--- src/rtl/fskm_pkg.sv ---
`default_nettype none

package fskm_pkg;

  localparam int unsigned SamplesDef    = 16;
  localparam int unsigned CyclesZeroDef = 5;
  localparam int unsigned CyclesOneDef  = 10;
  localparam int unsigned QueueDepthDef = 2;

  localparam int unsigned DacW   = 12;
  localparam int unsigned RegW   = 16;
  localparam int unsigned ByteW  = 8;
  localparam int unsigned CfgIdxW = 3;

  localparam logic [DacW-1:0] DAC_MID = 12'd2047;

  localparam logic [RegW-1:0] HOLD_ZERO_RST = 16'd150;
  localparam logic [RegW-1:0] HOLD_ONE_RST  = 16'd75;
  localparam logic [RegW-1:0] GAP_ZERO_RST  = 16'd5250;
  localparam logic [RegW-1:0] GAP_ONE_RST   = 16'd1250;
  localparam logic [RegW-1:0] TAIL_TIME_RST = 16'd30000;

  localparam logic [63:0] Q30_ONE     = 64'h0000_0000_4000_0000;
  localparam logic [63:0] HALF_PI_Q30 = 64'd1686629713;

  typedef enum logic [CfgIdxW-1:0] {
    REG_HOLD_ZERO = 3'd0,
    REG_HOLD_ONE  = 3'd1,
    REG_GAP_ZERO  = 3'd2,
    REG_GAP_ONE   = 3'd3,
    REG_TAIL_TIME = 3'd4
  } reg_idx_e;

  typedef enum logic [1:0] {
    PH_IDLE = 2'd0,
    PH_PLAY = 2'd1,
    PH_GAP  = 2'd2,
    PH_TAIL = 2'd3
  } phase_e;

  typedef enum logic {
    REQ_TICK = 1'b0,
    REQ_LOAD = 1'b1
  } req_kind_e;

  typedef struct packed {
    logic             opcode;
    logic [ByteW-1:0] data_byte;
  } in_t;

  typedef struct packed {
    logic [DacW-1:0] dac_value;
    logic            busy_res;
    logic            done_res;
  } out_t;

  typedef struct packed {
    req_kind_e        kind;
    logic [ByteW-1:0] data_byte;
  } req_t;

  typedef struct packed {
    logic [RegW-1:0] hold_zero;
    logic [RegW-1:0] hold_one;
    logic [RegW-1:0] gap_zero;
    logic [RegW-1:0] gap_one;
    logic [RegW-1:0] tail_time;
  } cfg_t;

  // quarter-wave sine in q30, taylor series to the 15th power
  function automatic logic [63:0] sine_q30(input logic [63:0] r);
    logic [63:0] x;
    logic [63:0] x2;
    logic [63:0] term;
    logic [63:0] sum;
    logic [63:0] prod;
    if (r == 64'd0) return 64'd0;
    if (r >= Q30_ONE) return Q30_ONE;
    x    = (r * HALF_PI_Q30) >> 30;
    x2   = (x * x) >> 30;
    term = x;
    sum  = x;
    for (int k = 1; k <= 7; k++) begin
      prod = (term * x2) >> 30;
      case (k)
        1:       term = prod / 64'd6;
        2:       term = prod / 64'd20;
        3:       term = prod / 64'd42;
        4:       term = prod / 64'd72;
        5:       term = prod / 64'd110;
        6:       term = prod / 64'd156;
        default: term = prod / 64'd210;
      endcase
      if ((k & 1) != 0) begin
        sum = (term > sum) ? 64'd0 : sum - term;
      end else begin
        sum = sum + term;
      end
    end
    return (sum > Q30_ONE) ? Q30_ONE : sum;
  endfunction

  // dac code for a turn fraction in q32
  function automatic logic [DacW-1:0] sine_code(input logic [63:0] turn);
    logic [1:0]  quad;
    logic [63:0] r;
    logic [63:0] s;
    logic [63:0] v;
    quad = turn[31:30];
    r    = {34'd0, turn[29:0]};
    if (quad[0]) r = Q30_ONE - r;
    s = sine_q30(r);
    if (!quad[1]) begin
      v = (64'd4095 * Q30_ONE + 64'd4095 * s) >> 31;
    end else begin
      v = (64'd4095 * Q30_ONE - 64'd4095 * s) >> 31;
    end
    return v[DacW-1:0];
  endfunction

endpackage

`default_nettype wire

--- src/rtl/fskm_in_if.sv ---
`default_nettype none

interface fskm_in_if
  import fskm_pkg::*;
();
  logic valid;
  logic ready;
  in_t  payload;

  modport source (output valid, output payload, input ready);
  modport sink   (input valid, input payload, output ready);
endinterface

`default_nettype wire

--- src/rtl/fskm_out_if.sv ---
`default_nettype none

interface fskm_out_if
  import fskm_pkg::*;
();
  logic valid;
  logic ready;
  out_t payload;

  modport source (output valid, output payload, input ready);
  modport sink   (input valid, input payload, output ready);
endinterface

`default_nettype wire

--- src/rtl/fskm_front.sv ---
`default_nettype none

module fskm_front
  import fskm_pkg::*;
(
  input  wire logic clk_i,
  input  wire logic rst_ni,
  fskm_in_if.sink   in_i,
  input  wire logic q_ready_i,
  output logic      push_o,
  output req_t      req_o
);

  logic valid_q;
  logic valid_d;
  req_t req_q;
  req_t req_d;

  // classify: tick request or load request
  always_comb begin
    in_i.ready = !valid_q || q_ready_i;
    push_o     = valid_q && q_ready_i;
    req_o      = req_q;
    valid_d    = valid_q;
    req_d      = req_q;
    if (push_o) valid_d = 1'b0;
    if (in_i.valid && in_i.ready) begin
      valid_d         = 1'b1;
      req_d.kind      = in_i.payload.opcode ? REQ_LOAD : REQ_TICK;
      req_d.data_byte = in_i.payload.data_byte;
    end
  end

  always_ff @(posedge clk_i or negedge rst_ni) begin
    if (!rst_ni) begin
      valid_q <= 1'b0;
    end else begin
      valid_q <= valid_d;
    end
  end

  always_ff @(posedge clk_i) begin
    req_q <= req_d;
  end

endmodule

`default_nettype wire

--- src/rtl/fskm_queue.sv ---
`default_nettype none

module fskm_queue
  import fskm_pkg::*;
#(
  parameter int unsigned DEPTH = QueueDepthDef
) (
  input  wire logic clk_i,
  input  wire logic rst_ni,
  input  wire logic push_i,
  input  req_t      req_i,
  output logic      ready_o,
  input  wire logic pop_i,
  output logic      valid_o,
  output req_t      req_o
);

  localparam int unsigned PtrW = (DEPTH > 1) ? $clog2(DEPTH) : 1;
  localparam int unsigned CntW = $clog2(DEPTH + 1);
  localparam logic [PtrW-1:0] PtrLast = PtrW'(DEPTH - 1);

  req_t            slots_q [DEPTH];
  logic [PtrW-1:0] wr_ptr_q;
  logic [PtrW-1:0] wr_ptr_d;
  logic [PtrW-1:0] rd_ptr_q;
  logic [PtrW-1:0] rd_ptr_d;
  logic [CntW-1:0] count_q;
  logic [CntW-1:0] count_d;

  always_comb begin
    ready_o  = count_q != CntW'(DEPTH);
    valid_o  = count_q != '0;
    req_o    = slots_q[rd_ptr_q];
    wr_ptr_d = wr_ptr_q;
    rd_ptr_d = rd_ptr_q;
    count_d  = count_q;
    if (push_i) begin
      wr_ptr_d = (wr_ptr_q == PtrLast) ? '0 : wr_ptr_q + 1'b1;
    end
    if (pop_i) begin
      rd_ptr_d = (rd_ptr_q == PtrLast) ? '0 : rd_ptr_q + 1'b1;
    end
    if (push_i && !pop_i) begin
      count_d = count_q + 1'b1;
    end else if (pop_i && !push_i) begin
      count_d = count_q - 1'b1;
    end
  end

  always_ff @(posedge clk_i or negedge rst_ni) begin
    if (!rst_ni) begin
      wr_ptr_q <= '0;
      rd_ptr_q <= '0;
      count_q  <= '0;
    end else begin
      wr_ptr_q <= wr_ptr_d;
      rd_ptr_q <= rd_ptr_d;
      count_q  <= count_d;
    end
  end

  always_ff @(posedge clk_i) begin
    if (push_i) begin
      slots_q[wr_ptr_q] <= req_i;
    end
  end

endmodule

`default_nettype wire

--- src/rtl/fskm_back.sv ---
`default_nettype none

module fskm_back
  import fskm_pkg::*;
#(
  parameter int unsigned SAMPLES     = SamplesDef,
  parameter int unsigned CYCLES_ZERO = CyclesZeroDef,
  parameter int unsigned CYCLES_ONE  = CyclesOneDef
) (
  input  wire logic clk_i,
  input  wire logic rst_ni,
  input  cfg_t      cfg_i,
  input  wire logic q_valid_i,
  input  req_t      q_req_i,
  output logic      pop_o,
  fskm_out_if.source out_o
);

  localparam int unsigned PosW = $clog2(SAMPLES);
  localparam logic [PosW-1:0] PosLast  = PosW'(SAMPLES - 1);
  localparam logic [3:0]      CycZero  = 4'(CYCLES_ZERO);
  localparam logic [3:0]      CycOne   = 4'(CYCLES_ONE);

  logic [DacW-1:0] sine_tab [SAMPLES];

  for (genvar gi = 0; gi < SAMPLES; gi++) begin : g_tab
    localparam logic [63:0] Turn = (64'(gi) << 32) / 64'(SAMPLES);
    assign sine_tab[gi] = sine_code(Turn);
  end

  phase_e          phase_q, phase_d;
  logic [ByteW-1:0] shift_q, shift_d;
  logic [2:0]      bitn_q, bitn_d;
  logic [3:0]      cyc_q, cyc_d;
  logic [PosW-1:0] pos_q, pos_d;
  logic [RegW-1:0] time_q, time_d;
  logic [DacW-1:0] dac_q, dac_d;
  logic            done_d;

  logic            start_bit;
  logic            end_gap;
  logic            start_samp;
  logic [RegW-1:0] time_dec;
  logic [RegW-1:0] gap_len;
  logic [RegW-1:0] hold_raw;

  logic            out_valid_q;
  out_t            out_q;

  always_comb begin
    phase_d    = phase_q;
    shift_d    = shift_q;
    bitn_d     = bitn_q;
    cyc_d      = cyc_q;
    pos_d      = pos_q;
    time_d     = time_q;
    dac_d      = dac_q;
    done_d     = 1'b0;
    start_bit  = 1'b0;
    end_gap    = 1'b0;
    start_samp = 1'b0;
    time_dec   = time_q - {15'd0, time_q != '0};
    gap_len    = shift_q[0] ? cfg_i.gap_one : cfg_i.gap_zero;
    pop_o      = q_valid_i && (!out_valid_q || out_o.ready);

    if (pop_o) begin
      if (q_req_i.kind == REQ_LOAD) begin
        if (phase_q == PH_IDLE) begin
          shift_d   = q_req_i.data_byte;
          bitn_d    = '0;
          start_bit = 1'b1;
        end
      end else if (phase_q != PH_IDLE) begin
        time_d = time_dec;
        if (time_dec == '0) begin
          unique case (phase_q)
            PH_PLAY: begin
              if (pos_q != '0) begin
                pos_d      = pos_q - 1'b1;
                start_samp = 1'b1;
              end else if (cyc_q > 4'd1) begin
                cyc_d      = cyc_q - 1'b1;
                pos_d      = PosLast;
                start_samp = 1'b1;
              end else begin
                cyc_d   = '0;
                time_d  = gap_len;
                phase_d = PH_GAP;
                end_gap = gap_len == '0;
              end
            end
            PH_GAP: begin
              end_gap = 1'b1;
            end
            PH_TAIL: begin
              phase_d = PH_IDLE;
              done_d  = 1'b1;
            end
            default: ;
          endcase
        end
      end
    end

    // bit finished: next bit, or midscale and tail after the last one (straight to idle if the tail time is zero)
    if (end_gap) begin
      shift_d = shift_q >> 1;
      if (bitn_q == 3'd7) begin
        bitn_d = '0;
        dac_d  = DAC_MID;
        time_d = cfg_i.tail_time;
        if (cfg_i.tail_time == '0) begin
          phase_d = PH_IDLE;
          done_d  = 1'b1;
        end else begin
          phase_d = PH_TAIL;
        end
      end else begin
        bitn_d    = bitn_q + 1'b1;
        start_bit = 1'b1;
      end
    end

    if (start_bit) begin
      cyc_d      = shift_d[0] ? CycOne : CycZero;
      pos_d      = PosLast;
      phase_d    = PH_PLAY;
      start_samp = 1'b1;
    end

    hold_raw = shift_d[0] ? cfg_i.hold_one : cfg_i.hold_zero;
    if (start_samp) begin
      dac_d  = sine_tab[pos_d];
      time_d = (hold_raw == '0) ? 16'd1 : hold_raw;
    end
  end

  always_ff @(posedge clk_i or negedge rst_ni) begin
    if (!rst_ni) begin
      phase_q <= PH_IDLE;
      shift_q <= '0;
      bitn_q  <= '0;
      cyc_q   <= '0;
      pos_q   <= '0;
      time_q  <= '0;
      dac_q   <= DAC_MID;
    end else begin
      phase_q <= phase_d;
      shift_q <= shift_d;
      bitn_q  <= bitn_d;
      cyc_q   <= cyc_d;
      pos_q   <= pos_d;
      time_q  <= time_d;
      dac_q   <= dac_d;
    end
  end

  always_ff @(posedge clk_i or negedge rst_ni) begin
    if (!rst_ni) begin
      out_valid_q <= 1'b0;
    end else if (pop_o) begin
      out_valid_q <= 1'b1;
    end else if (out_o.ready) begin
      out_valid_q <= 1'b0;
    end
  end

  always_ff @(posedge clk_i) begin
    if (pop_o) begin
      out_q.dac_value <= dac_d;
      out_q.busy_res  <= phase_d != PH_IDLE;
      out_q.done_res  <= done_d;
    end
  end

  assign out_o.valid   = out_valid_q;
  assign out_o.payload = out_q;

endmodule

`default_nettype wire

--- src/rtl/fsk_sine_byte_modulator.sv ---
// a request passes the front register, the queue and the output register before its result is valid
// throughput: one request per cycle while the output is not stalled; the bit sequencer updates on each pop
// a queue (two entries by default) separates request intake from the sequencer
// reset: asynchronous, active low; sample register at midscale 2047, idle, registers at defaults
`default_nettype none

module fsk_sine_byte_modulator
  import fskm_pkg::*;
#(
  parameter int unsigned SAMPLES     = SamplesDef,
  parameter int unsigned CYCLES_ZERO = CyclesZeroDef,
  parameter int unsigned CYCLES_ONE  = CyclesOneDef,
  parameter int unsigned QUEUE_DEPTH = QueueDepthDef
) (
  input  wire logic               clk_i,
  input  wire logic               rst_ni,
  input  wire logic               cfg_we_i,
  input  wire logic [CfgIdxW-1:0] cfg_idx_i,
  input  wire logic [RegW-1:0]    cfg_data_i,
  fskm_in_if.sink                 in_i,
  fskm_out_if.source              out_o
);

  cfg_t cfg_q;
  logic push;
  req_t push_req;
  logic q_ready;
  logic q_valid;
  req_t q_req;
  logic pop;

  always_ff @(posedge clk_i or negedge rst_ni) begin
    if (!rst_ni) begin
      cfg_q.hold_zero <= HOLD_ZERO_RST;
      cfg_q.hold_one  <= HOLD_ONE_RST;
      cfg_q.gap_zero  <= GAP_ZERO_RST;
      cfg_q.gap_one   <= GAP_ONE_RST;
      cfg_q.tail_time <= TAIL_TIME_RST;
    end else if (cfg_we_i) begin
      unique case (cfg_idx_i)
        REG_HOLD_ZERO: cfg_q.hold_zero <= cfg_data_i;
        REG_HOLD_ONE:  cfg_q.hold_one  <= cfg_data_i;
        REG_GAP_ZERO:  cfg_q.gap_zero  <= cfg_data_i;
        REG_GAP_ONE:   cfg_q.gap_one   <= cfg_data_i;
        REG_TAIL_TIME: cfg_q.tail_time <= cfg_data_i;
        default: ;
      endcase
    end
  end

  fskm_front u_front (
    .clk_i     (clk_i),
    .rst_ni    (rst_ni),
    .in_i      (in_i),
    .q_ready_i (q_ready),
    .push_o    (push),
    .req_o     (push_req)
  );

  fskm_queue #(
    .DEPTH (QUEUE_DEPTH)
  ) u_queue (
    .clk_i   (clk_i),
    .rst_ni  (rst_ni),
    .push_i  (push),
    .req_i   (push_req),
    .ready_o (q_ready),
    .pop_i   (pop),
    .valid_o (q_valid),
    .req_o   (q_req)
  );

  fskm_back #(
    .SAMPLES     (SAMPLES),
    .CYCLES_ZERO (CYCLES_ZERO),
    .CYCLES_ONE  (CYCLES_ONE)
  ) u_back (
    .clk_i     (clk_i),
    .rst_ni    (rst_ni),
    .cfg_i     (cfg_q),
    .q_valid_i (q_valid),
    .q_req_i   (q_req),
    .pop_o     (pop),
    .out_o     (out_o)
  );

endmodule

`default_nettype wire

--- src/flat_wrapper.sv ---
// flat-port wrapper written by rule: the top's interface ports become plain ports
module fsk_sine_byte_modulator_flat import fskm_pkg::*;
#(
  parameter int unsigned SAMPLES     = SamplesDef,
  parameter int unsigned CYCLES_ZERO = CyclesZeroDef,
  parameter int unsigned CYCLES_ONE  = CyclesOneDef,
  parameter int unsigned QUEUE_DEPTH = QueueDepthDef
)
  (clk_i, rst_ni, cfg_we_i, cfg_idx_i, cfg_data_i, in_i_valid, in_i_payload, in_i_ready, out_o_valid, out_o_payload, out_o_ready);
  fskm_in_if in_i_i ();
  fskm_out_if out_o_i ();
  input  wire logic clk_i;
  input  wire logic rst_ni;
  input  wire logic cfg_we_i;
  input  wire logic [CfgIdxW-1:0] cfg_idx_i;
  input  wire logic [RegW-1:0] cfg_data_i;
  input wire logic [$bits(in_i_i.valid)-1:0] in_i_valid;
  input wire logic [$bits(in_i_i.payload)-1:0] in_i_payload;
  output wire logic [$bits(in_i_i.ready)-1:0] in_i_ready;
  output wire logic [$bits(out_o_i.valid)-1:0] out_o_valid;
  output wire logic [$bits(out_o_i.payload)-1:0] out_o_payload;
  input wire logic [$bits(out_o_i.ready)-1:0] out_o_ready;
  assign in_i_i.valid = in_i_valid;
  assign in_i_i.payload = in_i_payload;
  assign in_i_ready = in_i_i.ready;
  assign out_o_valid = out_o_i.valid;
  assign out_o_payload = out_o_i.payload;
  assign out_o_i.ready = out_o_ready;
  fsk_sine_byte_modulator #(.SAMPLES(SAMPLES), .CYCLES_ZERO(CYCLES_ZERO), .CYCLES_ONE(CYCLES_ONE), .QUEUE_DEPTH(QUEUE_DEPTH)) u_core (.clk_i(clk_i), .rst_ni(rst_ni), .cfg_we_i(cfg_we_i), .cfg_idx_i(cfg_idx_i), .cfg_data_i(cfg_data_i), .in_i(in_i_i), .out_o(out_o_i));
endmodule
--- config.mk ---
export PLATFORM = sky130hd
export DESIGN_NAME = fsk_sine_byte_modulator_flat
export DESIGN_NICKNAME = d
export VERILOG_FILES = /design/src/rtl/fskm_pkg.sv /design/src/rtl/fskm_in_if.sv /design/src/rtl/fskm_out_if.sv /design/src/rtl/fskm_front.sv /design/src/rtl/fskm_queue.sv /design/src/rtl/fskm_back.sv /design/src/rtl/fsk_sine_byte_modulator.sv /design/src/flat_wrapper.sv
export SDC_FILE = /design/constraint.sdc
export NUM_CORES = 1
export LEC_CHECK = 0
export ABC_AREA = 1
export BUFFER_PORTS_ARGS = -buffer_cell sky130_fd_sc_hd__buf_2
export CAP_MARGIN = 5
export CORE_MARGIN = 4
export CORE_UTILIZATION = 55
export CTS_CLUSTER_DIAMETER = 120
export DETAILED_ROUTE_END_ITERATION = 7
export HOLD_SLACK_MARGIN = 0.15
export PLACE_DENSITY_LB_ADDON = 0.25
export SYNTH_ARGS = -nofsm -noshare
export SYNTH_HDL_FRONTEND = slang
export SYNTH_SLANG_ARGS = --single-unit
--- constraint.sdc ---
create_clock -name clk_i -period 3.7 [get_ports clk_i]
set_clock_uncertainty 0.05 [all_clocks]
set_input_delay 0.74 -clock clk_i [delete_from_list [all_inputs] [get_ports clk_i]]
set_output_delay 0.74 -clock clk_i [all_outputs]
set_load 0.01 [all_outputs]
Yosys cells after proc, flatten, opt, wreduce, memory -nomap -nowiden
Memory sizes are Yosys's and may differ from the RTL's.
Cells that the tools add are included.
{ "totals": {"word_cells": 179, "romBits": 192, "mem_count": 2, "in_bits": 33, "register_bits": 158, "mem_bits_rw": 18, "latch_bits": 0, "out_inout_bits": 16} }
{ "classes": {"n_lt_le_gt_ge": 2, "n_shift": 0, "n_addsub": 8, "bitwise_logic": 1, "multipliers": 0, "reduce_logical": 39, "n_div": 0, "mux": 93, "n_eq_ne": 11} }
{ "memory_table": {"columns": ["name", "depth", "word_bits", "rd", "rd_clocked_by_memory_dff", "wr", "line_no", "source"], "rows": [
  ["(name not given)", 16, 12, 1, 0, 0, "fskm_back.sv:133", "dac_d = sine_tab[pos_d];"],
  ["u_core.u_queue.slots_q", 2, 9, 1, 0, 1, "fskm_queue.sv:22", "req_t slots_q [DEPTH];"]
]} }
{ "op_table": {"columns": ["operator", "n"], "rows": [
  ["16-bit two-way mux", 13],
  ["4-bit two-way mux", 17],
  ["16-bit zero test", 4],
  ["12-bit two-way mux", 5],
  ["1-bit two-way mux", 35],
  ["8-bit two-way mux", 4],
  ["2-bit nonzero test", 13],
  ["2-bit two-way mux", 12],
  ["16-bit nonzero test", 1],
  ["16-bit by 1-bit subtractor with 16-bit output", 1],
  ["3-bit two-way mux", 5],
  ["2-bit AND reduction", 5],
  ["4-bit by 1-bit subtractor with 4-bit output, second input constant", 2],
  ["3-bit by 2-bit == test with 1-bit output, second input constant", 2],
  ["3-bit == test, second input constant", 2],
  ["2-bit != test, second input constant", 3],
  ["6-bit AND reduction", 1],
  ["5-bit greater-or-equal comparator, second input constant", 1],
  ["1-bit logical AND", 5],
  ["4-bit inverter with 5-bit output", 1],
  ["2-bit == test, second input constant", 2],
  ["4-bit by 1-bit greater-than comparator with 1-bit output, second input constant", 1],
  ["1-bit zero test", 4],
  ["2-bit case mux with 2 select lines", 1],
  ["12 further kinds", 14]
]} }

Longest topological paths before layout
{ "depth": {"ltp_word": 16, "mapped_depth": 28, "mapped_depth_nobuf": 28} }

Modules after synthesis
From an unflattened synthesis, not the netlist that was laid out.
{ "unflattened": {"cells_unflattened": 1149, "area_unflattened_um2": 9364.0} }
{ "by_module_without_submodules": {"columns": ["module", "cells_each", "instances", "area_per_inst_um2"], "rows": [
  ["fskm_back", 723, 1, 4873.4],
  ["fsk_sine_byte_modulator", 356, 1, 3274.4],
  ["fskm_queue", 53, 1, 893.4],
  ["fskm_front", 17, 1, 322.8]
]} }

Least setup slack after synthesis
Ideal clock, no wire load.
{ "synth_path": {"kind": "register -> register", "from": "reg u_core.u_back.time_q[4]", "to": "reg u_core.u_back.out_q, in the netlist u_core.u_back.out_o.payload[4], data pin", "synth_period_minus_slack_ps": 3788, "arrival_time_ps": 3477, "slack_ps": -88, "path_stages_with_launch": 28, "required_time_ps": 3389, "setup_time_ps": 261, "n_path_buf": 0, "cell_sequence": "dfrtp_1 nor2_2 nand2_1 nor2_2 nand4_1 ha_1 ha_1 xnor2_1 nand2_1 nor2_1 nand2_1 nor2_1 nand2_1 nor2_2 nand2_1 nor2_2 a21oi_4 o21ai_0 nor2_1 inv_1 ha_1 inv_1 nand3_1 nand2_1 nand2_1 nand2_1 nand2_1 nand2_1"} }
{ "synth_between": {"elab_chain_len": 14, "word_cells_on_any_way": 24, "cone_classes": "add/sub: 1; mux: 19; bitwise: 1; reduce/logical: 2; memory: 1"} }
{ "synth_lines": {"columns": ["item", "line_no", "source"], "rows": [
  ["start, declared", "fskm_back.sv:36", "logic [RegW-1:0] time_q, time_d;"],
  ["start signal, assigned", "fskm_back.sv:153", "time_q <= time_d;"],
  ["16-bit nonzero test", "fskm_back.sv:62", "time_dec = time_q - {15'd0, time_q != '0};"],
  ["16-bit by 1-bit subtractor with 16-bit output *", "fskm_back.sv:62", null],
  ["16-bit zero test *", "fskm_back.sv:75", "if (time_dec == '0) begin"],
  ["1-bit two-way mux", "fskm_back.sv:75", null],
  ["1-bit two-way mux", "fskm_back.sv:73", "end else if (phase_q != PH_IDLE) begin"],
  ["1-bit two-way mux", "fskm_back.sv:67", "if (q_req_i.kind == REQ_LOAD) begin"],
  ["1-bit two-way mux", "fskm_back.sv:66", "if (pop_o) begin"],
  ["1-bit two-way mux", "fskm_back.sv:106", "if (end_gap) begin"],
  ["4-bit two-way mux *", "fskm_back.sv:124", "if (start_bit) begin"],
  ["net u_core.u_back.pos_d[0]", "fskm_back.sv:35", "logic [PosW-1:0] pos_q, pos_d;"],
  ["4-bit inverter with 5-bit output (not written as such) *", "fskm_back.sv:133", null],
  ["memory 16 x 12 bit *", null, null],
  ["12-bit two-way mux (not written as such) * (2 in a row)", "fskm_back.sv:133", null],
  ["12-bit two-way mux *", "fskm_back.sv:132", "if (start_samp) begin"],
  ["net u_core.u_back.dac_d[2]", "fskm_back.sv:37", "logic [DacW-1:0] dac_q, dac_d;"],
  ["end, declared", "fskm_back.sv:48", "out_t out_q;"]
]} }
Mark *: on every way through the listed nets, which the timed path passes. The rest lies on a longest branch. The select of a mux whose other input is x is not followed.
A chain may end at the register's enable or synchronous reset.

Worst setup path after layout
{ "layout_path": {"from": "reg u_core.u_back.time_q[5]", "to": "reg u_core.u_back.out_q, in the netlist u_core.u_back.out_o.payload[8], data pin"} }
{ "layout_between": {"elab_chain_len": 14, "word_cells_on_any_way": 24, "cone_classes": "add/sub: 1; mux: 19; bitwise: 1; reduce/logical: 2; memory: 1"} }
{ "layout_lines": {"columns": ["item", "line_no"], "rows": [
  ["16-bit nonzero test", "fskm_back.sv:62"],
  ["16-bit by 1-bit subtractor with 16-bit output *", "fskm_back.sv:62"],
  ["16-bit zero test *", "fskm_back.sv:75"],
  ["1-bit two-way mux", "fskm_back.sv:75"],
  ["1-bit two-way mux", "fskm_back.sv:73"],
  ["1-bit two-way mux", "fskm_back.sv:67"],
  ["1-bit two-way mux", "fskm_back.sv:66"],
  ["1-bit two-way mux", "fskm_back.sv:106"],
  ["4-bit two-way mux", "fskm_back.sv:124"],
  ["4-bit inverter with 5-bit output (not written as such)", "fskm_back.sv:133"],
  ["memory 16 x 12 bit", null],
  ["12-bit two-way mux (not written as such) (2 in a row)", "fskm_back.sv:133"],
  ["12-bit two-way mux *", "fskm_back.sv:132"],
  ["net u_core.u_back.dac_d[6]", "fskm_back.sv:37"]
]} }
Marks and branches as above.

==> impl_metrics.tcl <==
set metrics [dict create \
    die_y_um 136 \
    synth_top_area_cell "dfrtp_1" \
    yosys.area.top_type_share_pct 27.9 \
    grt_pass1_wl_um 37200 \
    p_sw_mw 3.35 \
    drt_iter0_drc 634 \
    status "finished, final reports clean" \
    critPathCaptureType "flop" \
    post_synth.cell_area_avg_sq_um 8.44 \
    clockBufferDepth 2 \
    io_buffer_count 48 \
    p_clk_share_pct 22.4 \
    fillers 1342 \
    p_int_mw 4.99 \
    syn_inst 1064 \
    die_x_um 136 \
    avgRoutedWirePerCell_um 16.4 \
    synth.area.top_cells "dfrtp_1 (28%), nand2_1 (14%), edfxtp_1 (14%)" \
    drt_pass1_iterations 6 \
    die_area_sq_um 18400 \
    criticalPathCategory "reg -> reg" \
    dp_slack_ps 36.1 \
    worst_pin_slew_ps 951 \
    synth_area_sq_um 8980 \
    path_clk_slew_ps 70 \
    synth_nets 1114 \
    cts_buffers 17 \
    fin_crit_ps 3550 \
    viasPerCell 5.52 \
    rsz0062_at_grt "yes" \
    synth_warnings 0 \
    cpMaxStageDelayCell "dfrtp_1" \
    synth.distinct_cells 50 \
    root_buffer "clkbuf_16" \
    gp_congestion 0.932 \
    p_leak_nw 4.96 \
    grt_overflow_total 0 \
    fin_crit_sh_pct 95.9 \
    ys_ff_latch 176 \
    start_util_pct 56.3 \
    synth-edff-count 41 \
    critPathMaxStageDelay_ps 400 \
    cts_sinks 176 \
    hold_viol_final 0 \
    seq_area_frac_synth_pct 51.8 \
    slew_headroom_pct 36.5 \
    grt_pass1_vias 7256 \
    num_vias 7685 \
    cts_max_level 4 \
    track_usage_pct 25.6 \
    finalNetCount 1214 \
    setup_viol 0 \
    cts_tree "done" \
    combPwrFrac_pct 41.2 \
    min_path_type "in -> async" \
    cap_violations 0 \
    totalPowerFinal_mw 8.34 \
    sw_frac_of_total_pct 40.1 \
    slew_viol_final 0 \
    p_seq_share_pct 36.4 \
    grt_max_degree 75 \
    clock_latency_ps 440 \
    hold_buffers 0 \
    area_growth_pct 17.7 \
    synth_flop_cell "dfrtp_1" \
    insertedDiodeCount 0 \
    cp-start-kind "flop" \
    worstPathMaxFanout 5 \
    placementRows 46 \
    cp.required_ps 3840 \
    worstPathCellList "nor2_2, nand2_2, nor2_2, nand4_1, ha_2, buf_4, nand3_1, inv_1, nand3_1, nand2_1, inv_1, nand3_1, nor2_2, nand2_2, nor2_4, a21oi_4, o21ai_2, nor2_2, ha_1, nand3b_1, nand3_1, nand2_1, nand2_1, nand2_1" \
    postRouteAntennaNets 0 \
    vdd_ir_drop_max_mv 0.616 \
    setup-tns-final_ps 0 \
    fin_ws_ps 151 \
    async_reset_ff_share_pct 76.7 \
    drc_errors 0 \
    core_area_sq_um 15900 \
    ioPinCount 49 \
    drive_gt1_share_pct 21.5 \
    hpwl_um 16100 \
    cp.arrival_ps 3680 \
    wirelength_um 22800 \
    antenna_found_initial 0 \
    p_per_area_nw_per_um2 789 \
    fmax_mhz 282 \
]
[metrics by stage]
step	utilization, %	hold WS (ps)	cell area (sq um)	std cells
2_1_floorplan	-	371	8990	1064
3_3_place_gp	61.4	372	9790	1352
3_5_place_dp	61.4	385	9790	1352
4_1_cts	65.3	237	10400	1384
5_1_grt	66.3	255	10600	1393
6_report	66.3	219	10600	1393
[worst max-delay path, delay by kind of cell, from the launching register on]
kind | cells | cell delay (ps)
and+or+nand+nor | 17 | 1820
adders and majority gates | 2 | 520
DFF | 1 | 400
AOI/OAI and AO/OA | 2 | 170
buffers and inverters | 3 | 370
[Yosys cell counts, drive strengths merged (4+ instances only)]
library cell and instances:
nand2 343, o21ai 115, nor2 111, dfrtp 100
inv 89, nand3 59, edfxtp 41, dfstp 35
clkbuf 22, nor3 22, o211ai 18, ha 17
a21oi 12, a311oi 12, buf 12, nand4 9
o311ai 7, xor2 6, or2 5, nand3b 4
nor4 4
[power by group through the flow]
stage / Clock (mW) / Combinational [mW] / Sequential (mW)
final: 1.87 / 3.44 / 3.03
after global routing: 1.97 / 3.84 / 3.10
after CTS: 1.88 / 3.29 / 3.02
after detailed placement: 0 / 3.27 / 3.04
after global placement: 0 / 3.23 / 3.03
after floorplan: 0 / 2.12 / 3.05
[registers in the layout, summed over array words and instances (netlist names), 3 cells and up]
register	flops
u_core.u_front.req_o	9
u_core.u_back.pos_q	4
u_core.u_back.time_q	16
u_core.u_queue.slots_q	18
u_core.cfg_q	80
u_core.u_back.bitn_q	3
u_core.u_back.cyc_q	4
u_core.u_back.shift_q	8
u_core.u_back.dac_q	12
u_core.u_back.out_o.payload	14
[area by class of cell]
type	instances	area, sq um	area share [%]
Sequential cell	176	4650	44.0
Inverter	91	344	3.26
Clock buffer	17	425	4.03
Tap cell	216	270	2.56
Timing Repair Buffer	115	774	7.33
Multi-Input combinational cell	763	3910	37.0
Clock inverter	15	193	1.82
[kinds of logic (layout without fill, tap and decap cells)]
kind of cell    after synthesis  in the layout  synth area share (%)
compound gates              178            178                  12.1
xor+xnor                      8              8                 0.780
fa+ha+maj                    17             17                  2.37
buf+inv                     125            238                  5.73
flops                       176            176                  51.8
mux                           2              2                 0.265
simple gates                558            558                  27.0
[worst paths after layout]
path | slack [ps] | start | to | depth (start not counted)
max | 150 | u_core.u_back.time_q[5] | u_core.u_back.out_o.payload[8] | 24
min reg2reg | 410 | u_core.u_front.req_o[6] | u_core.u_queue.slots_q[0][6] | 0
min | 220 | rst_ni | u_core.cfg_q[37] | 1
max reg2reg | 150 | u_core.u_back.time_q[5] | u_core.u_back.out_o.payload[8] | 24
max in group asynchronous | 2550 | rst_ni | u_core.u_back.dac_q[6] | 2
min in group clk_i | 410 | u_core.u_front.req_o[6] | u_core.u_queue.slots_q[0][6] | 0
[layout by cell type, fill, tap and decap left out, drive strengths merged, types with 6 or more instances in the layout]
cell,instances
nand2,343
o311ai,7
nand4,9
edfxtp,41
nor2,111
ha,17
buf,115
nor3,22
xor2,6
clkbuf,17
inv,98
dfstp,35
o211ai,18
dfrtp,100
a21oi,12
nand3,59
a311oi,12
o21ai,115
[metal layers]
metal	track usage (%)	wire length [um]	vias to the layer above
met1	38.5	10600	3610
met2	38.1	10200	306
li1	-	-	3725
met4	7.22	412	0
met3	5.09	1530	44
met5	0	0	-
[repair_timing]
action | 4_1_cts | 5_1_grt
buffers inserted | 0 | 9
endpoints found under the setup margin | 0 | 40
resized for setup | 0 | 26
Power figures use the tool's default switching activity.
